`config.mk`:
```
export PLATFORM = sky130hd
export DESIGN_NAME = yuvrgb_lane
export DESIGN_NICKNAME = d
export VERILOG_FILES = /design/src/rtl/yuvrgb_pkg.sv /design/src/rtl/yuvrgb_lane.sv
export SDC_FILE = /design/constraint.sdc
export NUM_CORES = 2
export LEC_CHECK = 0
export BUFFER_PORTS_ARGS = -buffer_cell sky130_fd_sc_hd__buf_4
export CAP_MARGIN = 20
export CORE_UTILIZATION = 50
export DETAILED_ROUTE_END_ITERATION = 6
export GPL_TIMING_DRIVEN = 0
export PLACE_DENSITY = 0.63
export REMOVE_ABC_BUFFERS = 1
export SLEW_MARGIN = 5
export SYNTH_ARGS = -nofsm -noshare
export SYNTH_HDL_FRONTEND = slang
export SYNTH_SLANG_ARGS = --single-unit
export TNS_END_PERCENT = 10
```
`constraint.sdc`:
```
create_clock -name i_clk -period 9.05 [get_ports i_clk]
set_input_delay 1.3575 -clock i_clk [delete_from_list [all_inputs] [get_ports i_clk]]
set_output_delay 1.3575 -clock i_clk [all_outputs]
set_load 0.01 [all_outputs]
```
`src/rtl/yuvrgb_pkg.sv`:
```
`default_nettype none

package yuvrgb_pkg;

    localparam int unsigned PIX_W  = 8;
    localparam int unsigned NUM_W  = 24;
    localparam int unsigned NSTG   = 5;
    localparam int unsigned NLANES = 2;

    localparam int unsigned DIV_IN_W = 22;
    localparam int unsigned RECIP_W  = 23;
    localparam int unsigned PROD_W   = DIV_IN_W + RECIP_W;
    localparam int unsigned RECIP_SH = 36;

    localparam logic signed [NUM_W-1:0] C_V_R    = 24'sd15938;
    localparam logic signed [NUM_W-1:0] C_OFFS_R = 24'sd2221300;
    localparam logic signed [NUM_W-1:0] C_U_B    = 24'sd20238;
    localparam logic signed [NUM_W-1:0] C_OFFS_B = 24'sd2771300;
    localparam logic signed [NUM_W-1:0] C_Y_RB   = 24'sd11644;
    localparam logic signed [NUM_W-1:0] C_Y_G    = 24'sd19837;
    localparam logic signed [NUM_W-1:0] C_OFFS_G = 24'sd311710;
    localparam logic signed [NUM_W-1:0] C_R_G    = 24'sd5094;
    localparam logic signed [NUM_W-1:0] C_B_G    = 24'sd1942;

    // quotient by 10000 saturates at or above this numerator
    localparam logic signed [NUM_W-1:0] C_SAT    = 24'sd2560000;
    // ceil(2^36 / 10000), exact for numerators below 2^22
    localparam logic [RECIP_W-1:0]      C_RECIP  = 23'd6871948;
    localparam logic [PIX_W-1:0]        CHAN_MAX = 8'd255;

    typedef struct packed {
        logic [NSTG-1:0] en;
    } t_lane_ctrl;

    typedef struct packed {
        logic             g_neg;
        logic             g_big;
        logic [PIX_W-1:0] g_q;
        logic [PIX_W-1:0] red;
        logic [PIX_W-1:0] blue;
    } t_lane_res;

    function automatic logic [PIX_W-1:0] sel_chan(input logic neg, input logic big,
                                                  input logic [PIX_W-1:0] q);
        logic [PIX_W-1:0] res;
        priority if (neg) begin
            res = '0;
        end else if (big) begin
            res = CHAN_MAX;
        end else begin
            res = q;
        end
        return res;
    endfunction

endpackage

`default_nettype wire

```
`src/rtl/yuvrgb_lane.sv`:
```
`default_nettype none

module yuvrgb_lane (
    input  wire logic                           i_clk,
    input  wire yuvrgb_pkg::t_lane_ctrl         i_ctrl,
    input  wire logic [yuvrgb_pkg::PIX_W-1:0]   i_luma,
    input  wire logic [yuvrgb_pkg::PIX_W-1:0]   i_cb,
    input  wire logic [yuvrgb_pkg::PIX_W-1:0]   i_cr,
    output yuvrgb_pkg::t_lane_res               o_res
);

    localparam int unsigned NW = yuvrgb_pkg::NUM_W;
    localparam int unsigned PW = yuvrgb_pkg::PIX_W;
    localparam int unsigned QW = yuvrgb_pkg::PROD_W;
    localparam int unsigned SH = yuvrgb_pkg::RECIP_SH;
    localparam int unsigned DW = yuvrgb_pkg::DIV_IN_W;

    logic signed [NW-1:0] y_s, u_s, v_s;
    assign y_s = $signed({(NW-PW)'(0), i_luma});
    assign u_s = $signed({(NW-PW)'(0), i_cb});
    assign v_s = $signed({(NW-PW)'(0), i_cr});

    logic signed [NW-1:0] r1_num_r, r1_num_b, r1_num_gy;
    logic signed [NW-1:0] n1_num_r, n1_num_b, n1_num_gy;

    assign n1_num_r  = yuvrgb_pkg::C_V_R * v_s + yuvrgb_pkg::C_Y_RB * y_s
                       - yuvrgb_pkg::C_OFFS_R;
    assign n1_num_b  = yuvrgb_pkg::C_U_B * u_s + yuvrgb_pkg::C_Y_RB * y_s
                       - yuvrgb_pkg::C_OFFS_B;
    assign n1_num_gy = yuvrgb_pkg::C_Y_G * y_s - yuvrgb_pkg::C_OFFS_G;

    always_ff @(posedge i_clk) begin
        if (i_ctrl.en[0]) begin
            r1_num_r  <= n1_num_r;
            r1_num_b  <= n1_num_b;
            r1_num_gy <= n1_num_gy;
        end
    end

    logic [QW-1:0]        r2_prod_r, r2_prod_b, n2_prod_r, n2_prod_b;
    logic                 r2_neg_r, r2_big_r, r2_neg_b, r2_big_b;
    logic signed [NW-1:0] r2_num_gy;

    assign n2_prod_r = QW'(r1_num_r[DW-1:0]) * QW'(yuvrgb_pkg::C_RECIP);
    assign n2_prod_b = QW'(r1_num_b[DW-1:0]) * QW'(yuvrgb_pkg::C_RECIP);

    always_ff @(posedge i_clk) begin
        if (i_ctrl.en[1]) begin
            r2_prod_r <= n2_prod_r;
            r2_prod_b <= n2_prod_b;
            r2_neg_r  <= r1_num_r[NW-1];
            r2_neg_b  <= r1_num_b[NW-1];
            r2_big_r  <= (r1_num_r >= yuvrgb_pkg::C_SAT);
            r2_big_b  <= (r1_num_b >= yuvrgb_pkg::C_SAT);
            r2_num_gy <= r1_num_gy;
        end
    end

    logic [PW-1:0]        r3_red, r3_blue;
    logic signed [NW-1:0] r3_num_gy;

    always_ff @(posedge i_clk) begin
        if (i_ctrl.en[2]) begin
            r3_red    <= yuvrgb_pkg::sel_chan(r2_neg_r, r2_big_r, r2_prod_r[SH+PW-1:SH]);
            r3_blue   <= yuvrgb_pkg::sel_chan(r2_neg_b, r2_big_b, r2_prod_b[SH+PW-1:SH]);
            r3_num_gy <= r2_num_gy;
        end
    end

    logic signed [NW-1:0] r4_num_g, n4_num_g, r_s, b_s;
    logic [PW-1:0]        r4_red, r4_blue;

    assign r_s      = $signed({(NW-PW)'(0), r3_red});
    assign b_s      = $signed({(NW-PW)'(0), r3_blue});
    assign n4_num_g = r3_num_gy - yuvrgb_pkg::C_R_G * r_s - yuvrgb_pkg::C_B_G * b_s;

    always_ff @(posedge i_clk) begin
        if (i_ctrl.en[3]) begin
            r4_num_g <= n4_num_g;
            r4_red   <= r3_red;
            r4_blue  <= r3_blue;
        end
    end

    logic [QW-1:0] r5_prod_g, n5_prod_g;
    logic          r5_neg_g, r5_big_g;
    logic [PW-1:0] r5_red, r5_blue;

    assign n5_prod_g = QW'(r4_num_g[DW-1:0]) * QW'(yuvrgb_pkg::C_RECIP);

    always_ff @(posedge i_clk) begin
        if (i_ctrl.en[4]) begin
            r5_prod_g <= n5_prod_g;
            r5_neg_g  <= r4_num_g[NW-1];
            r5_big_g  <= (r4_num_g >= yuvrgb_pkg::C_SAT);
            r5_red    <= r4_red;
            r5_blue   <= r4_blue;
        end
    end

    assign o_res.g_neg = r5_neg_g;
    assign o_res.g_big = r5_big_g;
    assign o_res.g_q   = r5_prod_g[SH+PW-1:SH];
    assign o_res.red   = r5_red;
    assign o_res.blue  = r5_blue;

endmodule

`default_nettype wire

```
# --- Yosys cells after proc, flatten, opt, wreduce, memory -nomap -nowiden ---
# Cells that the tools add are included.
totals:
  regBits: 324
  inputBits: 30
  out_inout_bits: 26
classes:
  n_addsub: 7
  multipliers: 9
  magnitude_cmp: 3
  mux: 2
op_table:
  columns: ["op", "count"]
  rows:
  - ["$mul 22x21->42 const B", 3]
  - ["$ge 24x23->1 const B", 3]
  - ["$sub 24x23->24 const B", 2]
  - ["$mul 12x8->20 const A", 2]
  - ["$add 23x22->24", 1]
  - ["$add 23x24->24", 1]
  - ["$sub 23x19->24 const B", 1]
  - ["$sub 24x20->24", 1]
  - ["$sub 24x22->24", 1]
  - ["$mul 15x8->23 const A", 1]
  - ["$mul 14x8->22 const A", 1]
  - ["$mul 13x8->21 const A", 1]
  - ["$mul 10x8->18 const A", 1]
  - ["$mux 8", 2]

# --- Longest topological paths before layout ---
depth:
  ltp_word: 3
  mapped_depth: 30
  mapped_depth_nobuf: 30

# --- Least setup slack after synthesis ---
# Ideal clock, no wire load.
synth_timing:
  path_kind: "input-to-reg"
  startpoint: "input port i_luma[5] (netlist name)"
  endpoint: "register r1_num_b[22] (data pin)"
  arrival_ns: 6.570
  t_required_ns: 8.792
  slack_ns: 2.222
  path_stages: 26
  path_buffers: 0
  cell_sequence: "fa_1 > fa_1 > inv_1 > fa_1 > inv_1 > fa_1 > ha_1 > inv_1 > o21bai_1 > a21o_1 > a21oi_2 > o21ai_0 > a21oi_1 > xor2_1 > ha_1 > inv_1 > ha_1 > a21o_1 > a21o_1 > a21oi_1 > inv_1 > nor2_1 > a21bo_2 > a211o_1 > a21oi_1 > xnor2_1"
synth_via:
  elab_chain_cells: 3
synth_rtl:
  columns: ["element", "line", "text"]
  rows:
  - ["from (decl)", "yuvrgb_lane.sv:6", "input wire logic [yuvrgb_pkg::PIX_W-1:0] i_luma,"]
  - ["$mul 12x8->20", "yuvrgb_lane.sv:28", "assign n1_num_b = yuvrgb_pkg::C_U_B * u_s + yuvrgb_pkg::C_Y_RB * y_s"]
  - ["$add 23x22->24", "yuvrgb_lane.sv:28", null]
  - ["$sub 24x23->24", "yuvrgb_lane.sv:29", "- yuvrgb_pkg::C_OFFS_B;"]
  - ["net n1_num_b[22]", "yuvrgb_lane.sv:24", "logic signed [NW-1:0] n1_num_r, n1_num_b, n1_num_gy;"]
  - ["to (signal assigned)", "yuvrgb_lane.sv:35", "r1_num_b <= n1_num_b;"]
  - ["to (decl)", "yuvrgb_lane.sv:23", "logic signed [NW-1:0] r1_num_r, r1_num_b, r1_num_gy;"]
# The timed path passes the listed nets, and every way through them passes these cells.
# A chain may end at the register's enable or synchronous reset.

# --- Final worst setup path ---
layout_timing:
  startpoint: "input port i_luma[0] (netlist name)"
  endpoint: "register r1_num_b[22] (data pin)"
# The elaborated chain is that of the path after synthesis.

==> metrics.md <==
| Metric | Value |
|---|---|
| Yosys top cell area share | `0.309` |
| DIE HEIGHT | `299 um` |
| H-tree Lvls | `1` |
| Antenna diode count | `0` |
| Syn Std Cell Area | `44200 sq um` |
| Register area share after synthesis | `0.150` |
| Hold Path Class | `register to register` |
| Grt total ovfl | `0` |
| Die width | `299 um` |
| Arr. time, crit path | `7660 ps` |
| Seq cells post-synth | `220` |
| Num ports | `56` |
| Cell taking the most area after synthesis | `fa_1` |
| RSZ-0062 raised after global routing | `false` |
| Post-place setup slack | `1100 ps` |
| Clock Path Buffers | `3` |
| Reg2Reg Setup Slack | `1750 ps` |
| Die area | `89500 sq um` |
| Fin. max-slew vios | `0` |
| DRT iter0 DRCs | `1181` |
| TNS Setup | `0 ps` |
| Post-synth EDFFs | `220` |
| Gp weighted congestion | `0.923` |
| CP Max Fanout | `9` |
| Antenna Nets Post-Route | `0` |
| Initial Utilization | `0.507` |
| Syn avg cell area | `10.4 sq um` |
| DR vias/cell | `5.03` |
| Core area | `87200 sq um` |
| First drt pass iteration count | `5` |
| CP peak stage delay | `500 ps` |
| Critical path endpoint category | `register` |
| CP required | `9350 ps` |
| Relative slew margins | `0.371` |
| Post-DP HPWL | `82500 um` |
| Drt total wl | `92100 um` |
| DRC | `0` |
| Top-count cell post-synth | `inv_1` |
| CTS tree | `done` |
| Max frequency | `136 MHz` |
| Max_cap viols | `0` |
| Rows | `108` |
| Post-synth ARST share | `0` |
| CP max stage cell | `fa_1` |
| Cells after synthesis | `4265` |
| Status | `completed` |
| Post-CTS sizing | `0` |
| Cts bufs inserted | `27` |
| Initial antenna violation count | `3` |
| Layout cells sized above 1 | `0.0277` |
| Setup CP Type | `primary input to register` |
| Yosys cell types | `72` |
| Drt wl/cell | `16.7 um` |
| Clk Latency, worst-skew pair | `550 ps` |
| Worst setup SP type | `primary input` |
| CTS Sinks | `220` |
| Largest net degree at the start of global routing | `71` |
| I/O Buffers | `55` |
| Post-layout minimum cycle time | `7360 ps` |
| Vias in the first global route | `29583` |
| CTS Hold Bufs | `0` |
| Final hold viol count | `0` |
| Final setup violation count | `0` |
| Clock transition at path regs | `60 ps` |
| Root buffer selected by CTS | `clkbuf_16` |
| Top FF cell, synth | `edfxtp_1` |
| Layout area overhead | `6.22%` |
| Synth top cells by count | `inv_1 (1301), ha_1 (986), fa_1 (682), edfxtp_1 (220), a21oi_1 (152)` |
| Final Cycle Share | `0.813` |
| Tightest Pin Transition | `943 ps` |
| Synth warn | `0` |
| Nets | `6040` |
| Routed vias | `27724` |
| Postcts setup bufs | `0` |
| Final Skew | `17.4 ps` |
| Ranking of synthesized cells by area | `fa_1 (31%), ha_1 (28%), edfxtp_1 (15%)` |
| Final setup margin | `1690 ps` |
| Total GRT Usage | `0.215` |
| First-pass GRT wire length | `153000 um` |
-- stage by stage --
step                instance area [sq um]  instances  hold WS, ps   util
detailed placement                  46000       5468          405  0.528
CTS                                 46900       5517          414  0.538
finish                              46900       5517          412  0.538
global route                        46900       5517          420  0.538
global placement                    46000       5468          401  0.528
floorplan                           44100       4258          400      -
-- flip-flops by register name, summed over array words and instances (netlist names), 8 cells and up --
| register | count |
|---|---|
| r1_num_r | 23 |
| r4_red | 8 |
| r4_num_g | 24 |
| r5_prod_g | 8 |
| r3_num_gy | 24 |
| r2_prod_b | 8 |
| r2_prod_r | 8 |
| r5_red | 8 |
| r1_num_b | 23 |
| r5_blue | 8 |
| r3_blue | 8 |
| r4_blue | 8 |
| r1_num_gy | 24 |
| r3_red | 8 |
| r2_num_gy | 24 |
-- cell families (layout without fill, tap and decap cells) --
family,after synthesis,after routing,synth area share
adder cells (fa/ha/maj),1668,1668,0.589
AO/OA/AOI/OAI,474,474,0.0691
flip-flops,220,220,0.150
XOR/XNOR,187,187,0.0371
AND/OR/NAND/NOR,406,406,0.0438
multiplexers,2,2,0.000453
buffers and inverters,1308,1405,0.111
-- critical path: cells and delay by family --
family / cells / cell delay (ps)
adder cells (fa/ha/maj): 7 / 2570
AND/OR/NAND/NOR: 1 / 90
buffers and inverters: 6 / 850
AO/OA/AOI/OAI: 13 / 2350
XOR/XNOR: 2 / 400
-- area by class of cell --
type	count	area, sq um
Timing Repair Buffer	55	413
Fill cell	7876	40300
Sequential cell	220	6610
Multi-Input combinational cell	2737	32600
Clock buffer	33	698
Clock inverter	16	225
Inverter	1301	4880
Tap cell	1155	1450
-- final timing paths --
| kind | start | cells after the start | endpoint |
|---|---|---|---|
| max | i_luma[0] | 29 | r1_num_b[22] |
| min | r2_num_gy[2] | 0 | r3_num_gy[2] |
| max reg2reg | r4_num_g[13] | 22 | r5_prod_g[43] |
| min reg2reg | r2_num_gy[2] | 0 | r3_num_gy[2] |
-- cells in the final DEF (no fill, tap or decap), drive strengths merged, types with 12 or more instances in the layout --
cell type and count:
nand3 33, a211oi 17, edfxtp 220, o21a 19, nand4 19, nor2b 12, nand2 85, nand2b 19
a31oi 13, fa 682, nor2 140, a21o 73, and3 20, nor3 33, xor2 57, a21oi 156
o211ai 17, xnor2 130, o21ai 94, clkbuf 33, o21bai 20, inv 1304, ha 986, buf 55
-- layer usage --
layer | routed length (um) | GRT usage | share of wire | vias up
met5 | 34 | 0 | 0.00037 | -
met4 | 1770 | 0.0432 | 0.019 | 6
met3 | 3310 | 0.0246 | 0.036 | 91
met2 | 44800 | 0.375 | 0.49 | 342
met1 | 42200 | 0.288 | 0.46 | 13602
li1 | - | - | - | 13683
Power is not shown: default switching activity piles up to over one toggle a cycle in this logic, so the estimate is an artifact.
