## config.mk

```make
export PLATFORM = sky130hd
export DESIGN_NAME = yuvrgb_merge
export DESIGN_NICKNAME = d
export VERILOG_FILES = /design/src/rtl/yuvrgb_pkg.sv /design/src/rtl/yuvrgb_merge.sv
export SDC_FILE = /design/constraint.sdc
export NUM_CORES = 1
export LEC_CHECK = 0
export BUFFER_PORTS_ARGS = -buffer_cell sky130_fd_sc_hd__buf_4
export CORE_ASPECT_RATIO = 2
export CORE_MARGIN = 5
export CORE_UTILIZATION = 38
export DETAILED_ROUTE_END_ITERATION = 8
export PLACE_DENSITY = 0.77
export SLEW_MARGIN = 10
export SYNTH_ARGS = -nofsm -noshare
export SYNTH_HDL_FRONTEND = slang
export SYNTH_SLANG_ARGS = --single-unit
```

## constraint.sdc

```tcl
create_clock -name i_clk -period 1.5 [get_ports i_clk]
set_input_delay 0.15 -clock i_clk [delete_from_list [all_inputs] [get_ports i_clk]]
set_output_delay 0.15 -clock i_clk [all_outputs]
set_load 0.03 [all_outputs]
```

## src/rtl/yuvrgb_pkg.sv

```systemverilog
`default_nettype none

package yuvrgb_pkg;

    localparam int unsigned PIX_W  = 8;
    localparam int unsigned NUM_W  = 24;
    localparam int unsigned NSTG   = 5;
    localparam int unsigned NLANES = 2;

    localparam int unsigned DIV_IN_W = 22;
    localparam int unsigned RECIP_W  = 23;
    localparam int unsigned PROD_W   = DIV_IN_W + RECIP_W;
    localparam int unsigned RECIP_SH = 36;

    localparam logic signed [NUM_W-1:0] C_V_R    = 24'sd15938;
    localparam logic signed [NUM_W-1:0] C_OFFS_R = 24'sd2221300;
    localparam logic signed [NUM_W-1:0] C_U_B    = 24'sd20238;
    localparam logic signed [NUM_W-1:0] C_OFFS_B = 24'sd2771300;
    localparam logic signed [NUM_W-1:0] C_Y_RB   = 24'sd11644;
    localparam logic signed [NUM_W-1:0] C_Y_G    = 24'sd19837;
    localparam logic signed [NUM_W-1:0] C_OFFS_G = 24'sd311710;
    localparam logic signed [NUM_W-1:0] C_R_G    = 24'sd5094;
    localparam logic signed [NUM_W-1:0] C_B_G    = 24'sd1942;

    // quotient by 10000 saturates at or above this numerator
    localparam logic signed [NUM_W-1:0] C_SAT    = 24'sd2560000;
    // ceil(2^36 / 10000), exact for numerators below 2^22
    localparam logic [RECIP_W-1:0]      C_RECIP  = 23'd6871948;
    localparam logic [PIX_W-1:0]        CHAN_MAX = 8'd255;

    typedef struct packed {
        logic [NSTG-1:0] en;
    } t_lane_ctrl;

    typedef struct packed {
        logic             g_neg;
        logic             g_big;
        logic [PIX_W-1:0] g_q;
        logic [PIX_W-1:0] red;
        logic [PIX_W-1:0] blue;
    } t_lane_res;

    function automatic logic [PIX_W-1:0] sel_chan(input logic neg, input logic big,
                                                  input logic [PIX_W-1:0] q);
        logic [PIX_W-1:0] res;
        priority if (neg) begin
            res = '0;
        end else if (big) begin
            res = CHAN_MAX;
        end else begin
            res = q;
        end
        return res;
    endfunction

endpackage

`default_nettype wire

```

## src/rtl/yuvrgb_merge.sv

```systemverilog
`default_nettype none

module yuvrgb_merge (
    input  wire logic                                        i_clk,
    input  wire logic                                        i_rst_n,
    input  wire logic                                        i_valid,
    input  wire yuvrgb_pkg::t_lane_res [yuvrgb_pkg::NLANES-1:0] i_res,
    output logic                                             o_ready,
    output logic                                             o_m_tvalid,
    input  wire logic                                        i_m_tready,
    output logic [3*yuvrgb_pkg::PIX_W*yuvrgb_pkg::NLANES-1:0] o_m_tdata
);

    localparam int unsigned PW = yuvrgb_pkg::PIX_W;
    localparam int unsigned DW = 3 * PW * yuvrgb_pkg::NLANES;

    logic          r_valid;
    logic [DW-1:0] r_data, n_data;

    always_comb begin
        n_data = '0;
        for (int i = 0; i < int'(yuvrgb_pkg::NLANES); i++) begin
            n_data[(3*i)*PW +: PW]   = i_res[i].red;
            n_data[(3*i+1)*PW +: PW] = yuvrgb_pkg::sel_chan(i_res[i].g_neg, i_res[i].g_big,
                                                            i_res[i].g_q);
            n_data[(3*i+2)*PW +: PW] = i_res[i].blue;
        end
    end

    assign o_ready = !r_valid || i_m_tready;

    always_ff @(posedge i_clk) begin
        if (!i_rst_n) begin
            r_valid <= 1'b0;
        end else if (o_ready) begin
            r_valid <= i_valid;
        end
    end

    always_ff @(posedge i_clk) begin
        if (o_ready && i_valid) begin
            r_data <= n_data;
        end
    end

    assign o_m_tvalid = r_valid;
    assign o_m_tdata  = r_data;

endmodule

`default_nettype wire

```

After elaboration in Yosys (flattened, before gate mapping)
Cells that the tools add are included.
{"block": "totals", "ff_bits": 49, "in_bits": 56, "out_inout_bits": 50, "word_cells": 9}
{"block": "op_classes", "n_mux": 2, "reduce_logical": 3}
{"op": "8-bit two-way mux", "n": 2}
{"op": "1-bit logical AND", "n": 1}
{"op": "1-bit zero test", "n": 1}
{"op": "1-bit logical OR", "n": 1}

Logic depth before layout (Yosys ltp)
Gate-level depths: netlist of run 1.
{"block": "logic_depth", "ltp_word": 3, "ltp_mapped": 3, "mapped_depth_nobuf": 2}

Least setup slack after synthesis of run 1
OpenSTA, ideal clock, no wires.
{"block": "synth_timing", "path_type": "register to register", "start": "register r_valid (netlist: o_m_tvalid)", "end": "register r_data[0] (netlist: o_m_tdata[0]) (enable)", "setup_time_ns": 0.367, "t_arrival_ns": 1.063, "required_ns": 1.133, "path_slack_ns": 0.071, "path_stages_with_launch": 3, "n_path_buf": 0, "synth_period_minus_slack_ns": 1.429, "cell_sequence": "dfxtp_1 nand2b_4 and2_4"}
{"block": "synth_between", "elab_chain_len": 3}
{"item": "start, declared", "line": "yuvrgb_merge.sv:17", "rtl": "logic r_valid;"}
{"item": "start signal, assigned", "line": "yuvrgb_merge.sv:36", "rtl": "r_valid <= i_valid;"}
{"item": "1-bit zero test", "line": "yuvrgb_merge.sv:30", "rtl": "assign o_ready = !r_valid || i_m_tready;"}
{"item": "1-bit logical OR", "line": "yuvrgb_merge.sv:30"}
{"item": "named net o_ready", "line": "yuvrgb_merge.sv:8", "rtl": "output logic o_ready,"}
{"item": "1-bit logical AND", "line": "yuvrgb_merge.sv:41", "rtl": "if (o_ready && i_valid) begin"}
{"item": "end signal, assigned", "line": "yuvrgb_merge.sv:42", "rtl": "r_data <= n_data;"}
{"item": "end, declared", "line": "yuvrgb_merge.sv:18", "rtl": "logic [DW-1:0] r_data, n_data;"}
The timed path passes the listed nets, and every way through them passes these cells.
A chain may end at the register's enable or synchronous reset.

Worst setup path after layout of run 1
{"block": "layout_timing", "start": "register r_valid (netlist: o_m_tvalid)", "end": "register r_data[26] (netlist: o_m_tdata[26]) (enable)"}
{"block": "layout_between", "elab_chain_len": 3}
{"item": "1-bit zero test", "line": "yuvrgb_merge.sv:30"}
{"item": "1-bit logical OR", "line": "yuvrgb_merge.sv:30"}
{"item": "1-bit logical AND", "line": "yuvrgb_merge.sv:41"}
Every way passes these cells.

==> results.json, run 1 <==
{
  "worst_pin_slew_ps": 237,
  "grt_pass1_vias": 1106,
  "nNetsFinal": 254,
  "drt_iter0_drc": 30,
  "synth_top_area_cell": "edfxtp_1",
  "wl_um": 3380,
  "antenna_found_initial": 0,
  "cpPeakStageDelay_ps": 340,
  "syn_area_mm2": 0.00164,
  "hold_slack_ps": 30.6,
  "clock_power_share_pct": 29.2,
  "cts-root-buf": "clkbuf_8",
  "setup_viol": 0,
  "antenna-diode-count": 0,
  "drive_gt1_share_pct": 57.8,
  "slew_violations": 0,
  "synth_edf_count": 48,
  "holdCritPathClass": "primary input to register",
  "reg2regPathDepth": 3,
  "slew_headroom_pct": 84.2,
  "synth-seq-cells": 49,
  "period_share_pct": 75.7,
  "leakage_uw": 0.00112,
  "crit_type": "register to register",
  "rsz0062_at_grt": "no",
  "routedWlPerCell_um": 13.3,
  "power.internal_uw": 2300,
  "max_freq_ghz": 0.880,
  "path_clk_slew_ps": 80,
  "synthTopCellsByCount": "edfxtp_1 (48), nor2_1 (32), buf_4 (2), clkbuf_2 (2)",
  "cts_buffers": 5,
  "crit_slowest_cell": "dfxtp_1",
  "sw_frac_of_total_pct": 22.4,
  "p_switching_uw": 666,
  "die_h_um": 103,
  "worstPathArrival_ps": 1110,
  "synthCells": 89,
  "drc": 0,
  "port_buffers": 105,
  "cts_max_level": 2,
  "seq_power_share_pct": 54.7,
  "reg2reg_from": "o_m_tvalid$_SDFFE_PN0P_",
  "clk_path_buf_depth": 2,
  "synth_area_per_cell_um2": 18.5,
  "crit_end": "o_m_tdata[26]$_DFFE_PP_",
  "path_buf_inv": 1,
  "skew_ps": 6.01,
  "die_x_um": 56.5,
  "io_pins": 106,
  "first_pass_iters": 3,
  "cts_tree": "yes",
  "cp.depth": 3,
  "ctsHoldBuffers": 0,
  "cp_top_family": "flip-flops",
  "vias": 1112,
  "synth.distinct_cells": 9,
  "crit_path_end_kind": "register",
  "drtAntennaViolNets": 0,
  "grt_overflow": 0,
  "area_growth_pct": 58.2,
  "grt_max_degree": 49,
  "rr_endpoint": "o_m_tdata[26]$_DFFE_PP_",
  "crit_path_start_kind": "register",
  "die_area_mm2": 0.00582,
  "crit_path_max_fanout": 48,
  "startpoint": "o_m_tvalid$_SDFFE_PN0P_",
  "synth_flop_cell": "edfxtp_1",
  "fin_setup_tns_ps": 0,
  "hold_viol_final": 0,
  "power.ir.vdd_worst_uv": 839,
  "routabilityCongestion": 0.766,
  "postSynthNetCount": 145,
  "post-synth-top-count-cell": "edfxtp_1",
  "cap_violations": 0,
  "vias_per_cell": 4.40,
  "groute.usage.overall_pct": 12.0,
  "yosys_warnings": 0,
  "worstPathCellList": "nand2b_4 > and2_4 > buf_12",
  "combPwrFrac_pct": 16.2,
  "status": "completed",
  "fin_crit_ps": 1140,
  "rows": 34,
  "post_cts_buffers": 0,
  "powerDensity_mw_per_mm2": 1140,
  "synth_area_leaders": "edfxtp_1 (88%), nor2_1 (7.3%), dfxtp_1 (1.2%)",
  "initial_core_util_pct": 38.6,
  "finalPower_uw": 2970,
  "grt_pass1_wl_um": 5120,
  "cts_resized": 0,
  "crit_required_ps": 1480,
  "yosysSeqAreaShare_pct": 88.9,
  "cts_num_sinks": 49,
  "synth_top_area_share_pct": 87.7,
  "reg2reg_slack_ps": 360,
  "core_mm2": 0.00425,
  "async_flop_share_pct": 0,
  "clk_latency_ps": 290
}
-- power by group through the flow --
| stage | clock [µW] | combinational (µW) | sequential, µW |
|---|---|---|---|
| global route | 957 | 507 | 1640 |
| floorplan | 0 | 67.2 | 1830 |
| detailed placement | 0 | 487 | 1660 |
| global placement | 0 | 480 | 1650 |
| finish | 867 | 480 | 1620 |
| CTS | 906 | 487 | 1630 |
-- final cells by class --
type,instances,area (µm²)
fillers,345,1650
multi-input cells,35,154
flip-flops and latches,49,1460
clock inverters,2,33.8
inverters,1,3.75
repair buffers,106,808
clock buffers,6,72.6
well taps,54,67.6
-- through the flow --
step	util (%)	cells	instance area, µm²	worst slack (ps)
finish	61.1	253	2600	364
global route	61.1	253	2600	331
CTS	61.1	253	2600	353
detailed placement	58.6	245	2490	369
global placement	58.6	245	2490	388
floorplan	-	89	1640	70.7
-- placed cells by master (no fill, tap or decap), drive strengths merged --
| cell | count |
|---|---|
| clkinv | 1 |
| inv | 1 |
| buf | 106 |
| nor2 | 32 |
| nand2b | 1 |
| edfxtp | 48 |
| and2 | 1 |
| clkbuf | 6 |
| a21boi | 1 |
| bufinv | 1 |
| dfxtp | 1 |
-- cell families after synthesis --
family                 count (synthesis)  synth area share [%]
buffers and inverters                  5                  1.75
and+or+nand+nor                       34                  8.68
DFF                                   49                  88.9
AOI/OAI and AO/OA                      1                 0.685
-- flip-flops by register name, summed over array words and instances, names as in the netlist --
| signal | flops |
|---|---|
| o_m_tvalid | 1 |
| o_m_tdata | 48 |
-- routing by layer --
layer / global-route usage [%] / vias up / share of wire [%]
li1: - / 529 / -
met1: 12.0 / 477 / 36
met2: 18.4 / 100 / 43
met3: 8.27 / 6 / 19
met4: 6.58 / 0 / 2.2
met5: 0 / - / 0
-- how the worst min path moves through the flow --
stage / slack (ps) / cells after the start / endpoint / from
after floorplan: 250 / 0 / o_m_tdata[0]$_DFFE_PP_ / i_res[8]
after global placement: 330 / 1 / o_m_tdata[24]$_DFFE_PP_ / i_res[34]
after detailed placement: 330 / 1 / o_m_tdata[4]$_DFFE_PP_ / i_res[12]
after CTS: 20 / 1 / o_m_tdata[2]$_DFFE_PP_ / i_res[10]
after global routing: 10 / 1 / o_m_tdata[0]$_DFFE_PP_ / i_res[8]
final: 30 / 1 / o_m_tdata[2]$_DFFE_PP_ / i_res[10]
Note: power is estimated with default switching activity, not from simulation.
==> run 2, diff against run 1 <==
- ABC_AREA: unset -> 1
- clock period: 1.5 -> 1.2 ns (I/O delays scaled with it)
==> run 2 against run 1 <==
Sequential power increased by 25%; via count increased by 13%; worst hold slack got worse by 20 ps; synthesized cell count increased by 2.2%; routed wire length increased by 37%; final area increased by 12%; die area decreased by 0.26%; sequential share of layout area decreased by 5.8 points; global-route usage increased by 3.5 points; core utilization increased by 9.3 points; count of clock-buffer cells in the layout unchanged.
==> results.json, run 2 <==
{
  "status": "completed",
  "vias_per_cell": 4.43,
  "port_buffers": 105,
  "synth_edf_count": 48,
  "async_flop_share_pct": 0,
  "rr_endpoint": "o_m_tdata[13]$_SDFFCE_PP0P_",
  "reg2regPathDepth": 2,
  "worst_pin_slew_ps": 198,
  "io_pins": 106,
  "nNetsFinal": 288,
  "grt_max_degree": 26,
  "crit_path_max_fanout": 25,
  "skew_ps": 5.72,
  "dp_slack_ps": 142,
  "core_mm2": 0.00413,
  "hold_viol_final": 0,
  "startpoint": "o_m_tvalid$_SDFFE_PN0P_",
  "place_hpwl_um": 3250,
  "initial_core_util_pct": 39.7,
  "crit_end": "o_m_tdata[13]$_SDFFCE_PP0P_",
  "synthTopCellsByCount": "edfxtp_1 (48), nor2_1 (32)",
  "antenna_found_initial": 0,
  "synth_flop_cell": "edfxtp_1",
  "cts_buffers": 5,
  "wl_um": 4620,
  "antenna-diode-count": 0,
  "final_cell_mix": "buf_4 (105), edfxtp_1 (48), nor2_1 (32)",
  "stdcell_area_mm2": 0.00291,
  "die_area_mm2": 0.00581,
  "die_h_um": 103,
  "synth_top_area_cell": "edfxtp_1",
  "leakage_uw": 0.00126,
  "fillCellCount": 278,
  "slew_headroom_pct": 86.8,
  "hold_slack_ps": 10.6,
  "vias": 1262,
  "worstPathArrival_ps": 1060,
  "stdcell_count": 285,
  "max_freq_ghz": 0.938,
  "drive_gt1_share_pct": 50.2,
  "rsz0062_at_grt": "no",
  "layout_commonest_cell": "buf_4",
  "reg2reg_slack_ps": 130,
  "postSynthNetCount": 147,
  "cts_tree": "yes",
  "routabilityCongestion": 0.755,
  "crit_path_end_kind": "register",
  "synth-seq-cells": 49,
  "drc": 0,
  "rows": 33,
  "grt_pass1_wl_um": 6580,
  "synth.distinct_cells": 9,
  "fin_crit_ps": 1070,
  "clk_path_buf_depth": 2,
  "syn_area_mm2": 0.00164,
  "cts_num_sinks": 49,
  "crit_type": "register to register",
  "cts-root-buf": "clkbuf_8",
  "crit_path_start_kind": "register",
  "cap_violations": 0,
  "reg2reg_from": "o_m_tvalid$_SDFFE_PN0P_",
  "path_clk_slew_ps": 80,
  "drt_iter0_drc": 14,
  "drtAntennaViolNets": 0,
  "dpl.cell_count": 246,
  "setup_viol": 0,
  "cts_max_level": 2,
  "dpl_cell_area_mm2": 0.00251,
  "grt_overflow": 0,
  "groute.usage.overall_pct": 15.5,
  "synth_top_area_share_pct": 87.9,
  "synthCells": 91,
  "holdCritPathClass": "primary input to register",
  "period_share_pct": 88.8,
  "finalPower_uw": 3640,
  "post-synth-top-count-cell": "edfxtp_1",
  "yosys_warnings": 0,
  "yosysSeqAreaShare_pct": 89.2,
  "powerDensity_mw_per_mm2": 1250,
  "cts_resized": 0,
  "post_cts_buffers": 0,
  "area_growth_pct": 77.4,
  "die_x_um": 56.4,
  "layout_setup_ws_ps": 134,
  "synth_area_leaders": "edfxtp_1 (88%), nor2_1 (7.3%), buf_6 (1.4%)",
  "synth_area_per_cell_um2": 18.0,
  "routedWlPerCell_um": 16.2,
  "slew_violations": 0,
  "first_pass_iters": 4,
  "largest_register_ffs": 48,
  "power.ir.vdd_worst_uv": 975,
  "clk_latency_ps": 290,
  "crit_required_ps": 1200,
  "grt_pass1_vias": 1332
}
[run 2: stage by stage]
step,util (%),setup TNS (ps)
floorplan,-,-20800
global placement,60.9,0
detailed placement,60.9,0
CTS,69.0,0
global route,70.4,0
finish,70.4,0
[run 2: how the worst min path moves through the flow]
stage | startpoint | to | slack, ps | cells past startpoint
final | i_res[13] | o_m_tdata[5]$_DFFE_PP_ | 10 | 1
after global routing | i_res[13] | o_m_tdata[5]$_DFFE_PP_ | 7 | 1
after CTS | i_res[29] | o_m_tdata[43]$_DFFE_PP_ | 0.5 | 1
after detailed placement | i_res[11] | o_m_tdata[3]$_DFFE_PP_ | 300 | 1
after global placement | i_res[4] | o_m_tdata[20]$_DFFE_PP_ | 300 | 1
after floorplan | i_res[8] | o_m_tdata[0]$_DFFE_PP_ | 220 | 0
[run 2: final cells by class]
class,count,area [µm²],share of cell area [%]
clock buffers,6,72.6,2.50
clock inverters,2,10.0,0.344
inverters,3,11.3,0.387
multi-input cells,35,145,4.99
flip-flops and latches,49,1470,50.4
well taps,52,65.1,2.24
repair buffers,138,1140,39.2
[run 2: repair_timing]
action                                  4_1_cts  5_1_grt
hold endpoints to repair                     25        6
endpoints found under the setup margin        0        0
hold buffers                                 25        6
[run 2: cell families after synthesis]
| group | Yosys count | synth area share, % |
|---|---|---|
| flops | 49 | 89.2 |
| buf+inv | 7 | 2.67 |
| compound gates | 2 | 0.611 |
| simple gates | 33 | 7.56 |
[run 2: layer usage]
metal  part of all wire [%]  vias up  track usage [%]
li1                       -      597                -
met1                     29      593             14.2
met2                     62       62             29.9
met3                    7.4       10             5.39
met4                    2.1        0             6.58
met5                      0        -                0
[run 2: critical path, stage by stage (launching register included)]
cell and delay [ps]:
dfxtp_4 360, a21oi_4 200, buf_12 210
[run 2: power by group]
group	total (µW)	internal, µW	switching (µW)
sequential	2030	2000	32.0
clock	899	404	495
combinational	710	334	376
total	3640	2740	903
==> run 3, diff against run 2 <==
- clock period: 1.2 -> 1.4 ns (I/O delays scaled with it)
==> run 3 against run 2 <==
Sequential share of layout area is 6.5 points higher; via count is 13% lower; highest routed layer unchanged; clock power is 18% lower; die area stayed put; register-to-register slack better by 180 ps; worst hold slack better by 20 ps; non-clock buffer count is 32 lower; largest power group unchanged; critical path depth stayed put; cell count is 11% lower; combinational power is 27% lower.
==> results.json, run 3 (synthesis gave the netlist of run 2 again) <==
{
  "status": "completed",
  "hold_start": "i_res[13]",
  "cts_resized": 0,
  "setup_viol": 0,
  "grt_pass1_wl_um": 5390,
  "final_cell_mix": "buf_4 (105), edfxtp_1 (48), nor2_1 (32)",
  "worst_pin_slew_ps": 246,
  "die_x_um": 56.4,
  "rsz0062_at_grt": "no",
  "largest_register_ffs": 48,
  "clock_power_share_pct": 24.6,
  "dp_slack_ps": 321,
  "clk_latency_ps": 280,
  "p_switching_uw": 701,
  "cts_tree": "yes",
  "sw_frac_of_total_pct": 23.4,
  "crit_path_max_fanout": 48,
  "hold_slack_ps": 30.8,
  "die_area_mm2": 0.00581,
  "reg2regPathDepth": 2,
  "antenna_found_initial": 0,
  "first_pass_iters": 4,
  "reg2reg_from": "o_m_tvalid$_SDFFE_PN0P_",
  "port_buffers": 105,
  "drive_gt1_share_pct": 56.7,
  "crit_required_ps": 1370,
  "place_hpwl_um": 2990,
  "seq_power_share_pct": 58.1,
  "core_mm2": 0.00413,
  "startpoint": "o_m_tvalid$_SDFFE_PN0P_",
  "fin_crit_ps": 1090,
  "rows": 33,
  "io_pins": 106,
  "ctsHoldBuffers": 0,
  "grt_max_degree": 49,
  "dpl_cell_area_mm2": 0.00249,
  "cts-root-buf": "clkbuf_8",
  "area_growth_pct": 57.1,
  "max_freq_ghz": 0.921,
  "holdCritPathClass": "primary input to register",
  "grt_overflow": 0,
  "period_share_pct": 77.6,
  "dpl.cell_count": 245,
  "die_h_um": 103,
  "drtAntennaViolNets": 0,
  "finalPower_uw": 3000,
  "post_cts_buffers": 0,
  "crit_type": "register to register",
  "powerDensity_mw_per_mm2": 1160,
  "groute.usage.overall_pct": 12.6,
  "cts_num_sinks": 49,
  "layout_commonest_cell": "buf_4",
  "stdcell_area_mm2": 0.00257,
  "antenna-diode-count": 0,
  "routabilityCongestion": 0.747,
  "worstPathArrival_ps": 1050,
  "vias_per_cell": 4.32,
  "crit_path_end_kind": "register",
  "stdcell_count": 253,
  "power.ir.vdd_worst_uv": 948,
  "clk_path_buf_depth": 2,
  "vias": 1094,
  "rr_endpoint": "o_m_tdata[34]$_SDFFCE_PP0P_",
  "slew_headroom_pct": 83.6,
  "path_clk_slew_ps": 80,
  "slew_violations": 0,
  "wl_um": 3640,
  "min_to": "o_m_tdata[5]$_DFFE_PP_",
  "crit_path_start_kind": "register",
  "combPwrFrac_pct": 17.3,
  "hold_viol_final": 0,
  "leakage_uw": 0.00111,
  "cts_buffers": 5,
  "initial_core_util_pct": 39.7,
  "routedWlPerCell_um": 14.4,
  "cap_violations": 0,
  "hold_depth": 1,
  "drt_iter0_drc": 33,
  "drc": 0,
  "grt_pass1_vias": 1154,
  "cts_max_level": 2,
  "reg2reg_slack_ps": 310,
  "layout_setup_ws_ps": 314,
  "skew_ps": 3.89,
  "power.internal_uw": 2290,
  "nNetsFinal": 256
}
==> run 3: through the flow <==
step                      TNS (ps)  util (%)
after global placement           0      60.4
after global routing             0      62.4
after CTS                        0      62.4
after detailed placement         0      60.4
after floorplan             -11200         -
final                            0      62.4
==> run 3: worst max-delay path by stage <==
stage,endpoint,slack (ps),depth (start not counted)
2_1_floorplan,o_m_tdata[0]$_DFFE_PP_,-230,1
3_5_place_dp,o_m_tdata[7]$_DFFE_PP_,320,2
5_1_grt,o_m_tdata[34]$_SDFFCE_PP0P_,280,2
6_report,o_m_tdata[34]$_SDFFCE_PP0P_,310,2
3_3_place_gp,o_m_tdata[7]$_DFFE_PP_,340,2
4_1_cts,o_m_tdata[34]$_SDFFCE_PP0P_,310,2
==> run 3: routing by layer <==
layer / vias to the layer above / wire length (µm) / global-route usage (%)
met5: - / 0 / 0
met4: 0 / 129 / 6.95
met3: 8 / 459 / 7.14
met2: 57 / 2010 / 21.7
met1: 496 / 1040 / 11.5
li1: 533 / - / -
==> run 3: worst max-delay path, stage by stage, from the launching register on <==
cell and delay [ps]:
dfxtp_4 360, a21oi_4 140, buf_12 270
==> run 3: final cells by class <==
type	instances	area, µm²
timing repair buffer	106	808
sequential	49	1470
multi-input combinational	35	145
clock buffer	8	80.1
fill	324	1550
tap	52	65.1
inverter	3	11.3
==> run 3: power groups by stage <==
| stage | combinational (µW) | clock, µW | sequential [µW] |
|---|---|---|---|
| floorplan | 72.9 | 0 | 1960 |
| global placement | 518 | 0 | 1770 |
| detailed placement | 524 | 0 | 1770 |
| CTS | 524 | 771 | 1740 |
| global route | 550 | 823 | 1750 |
| finish | 517 | 738 | 1740 |
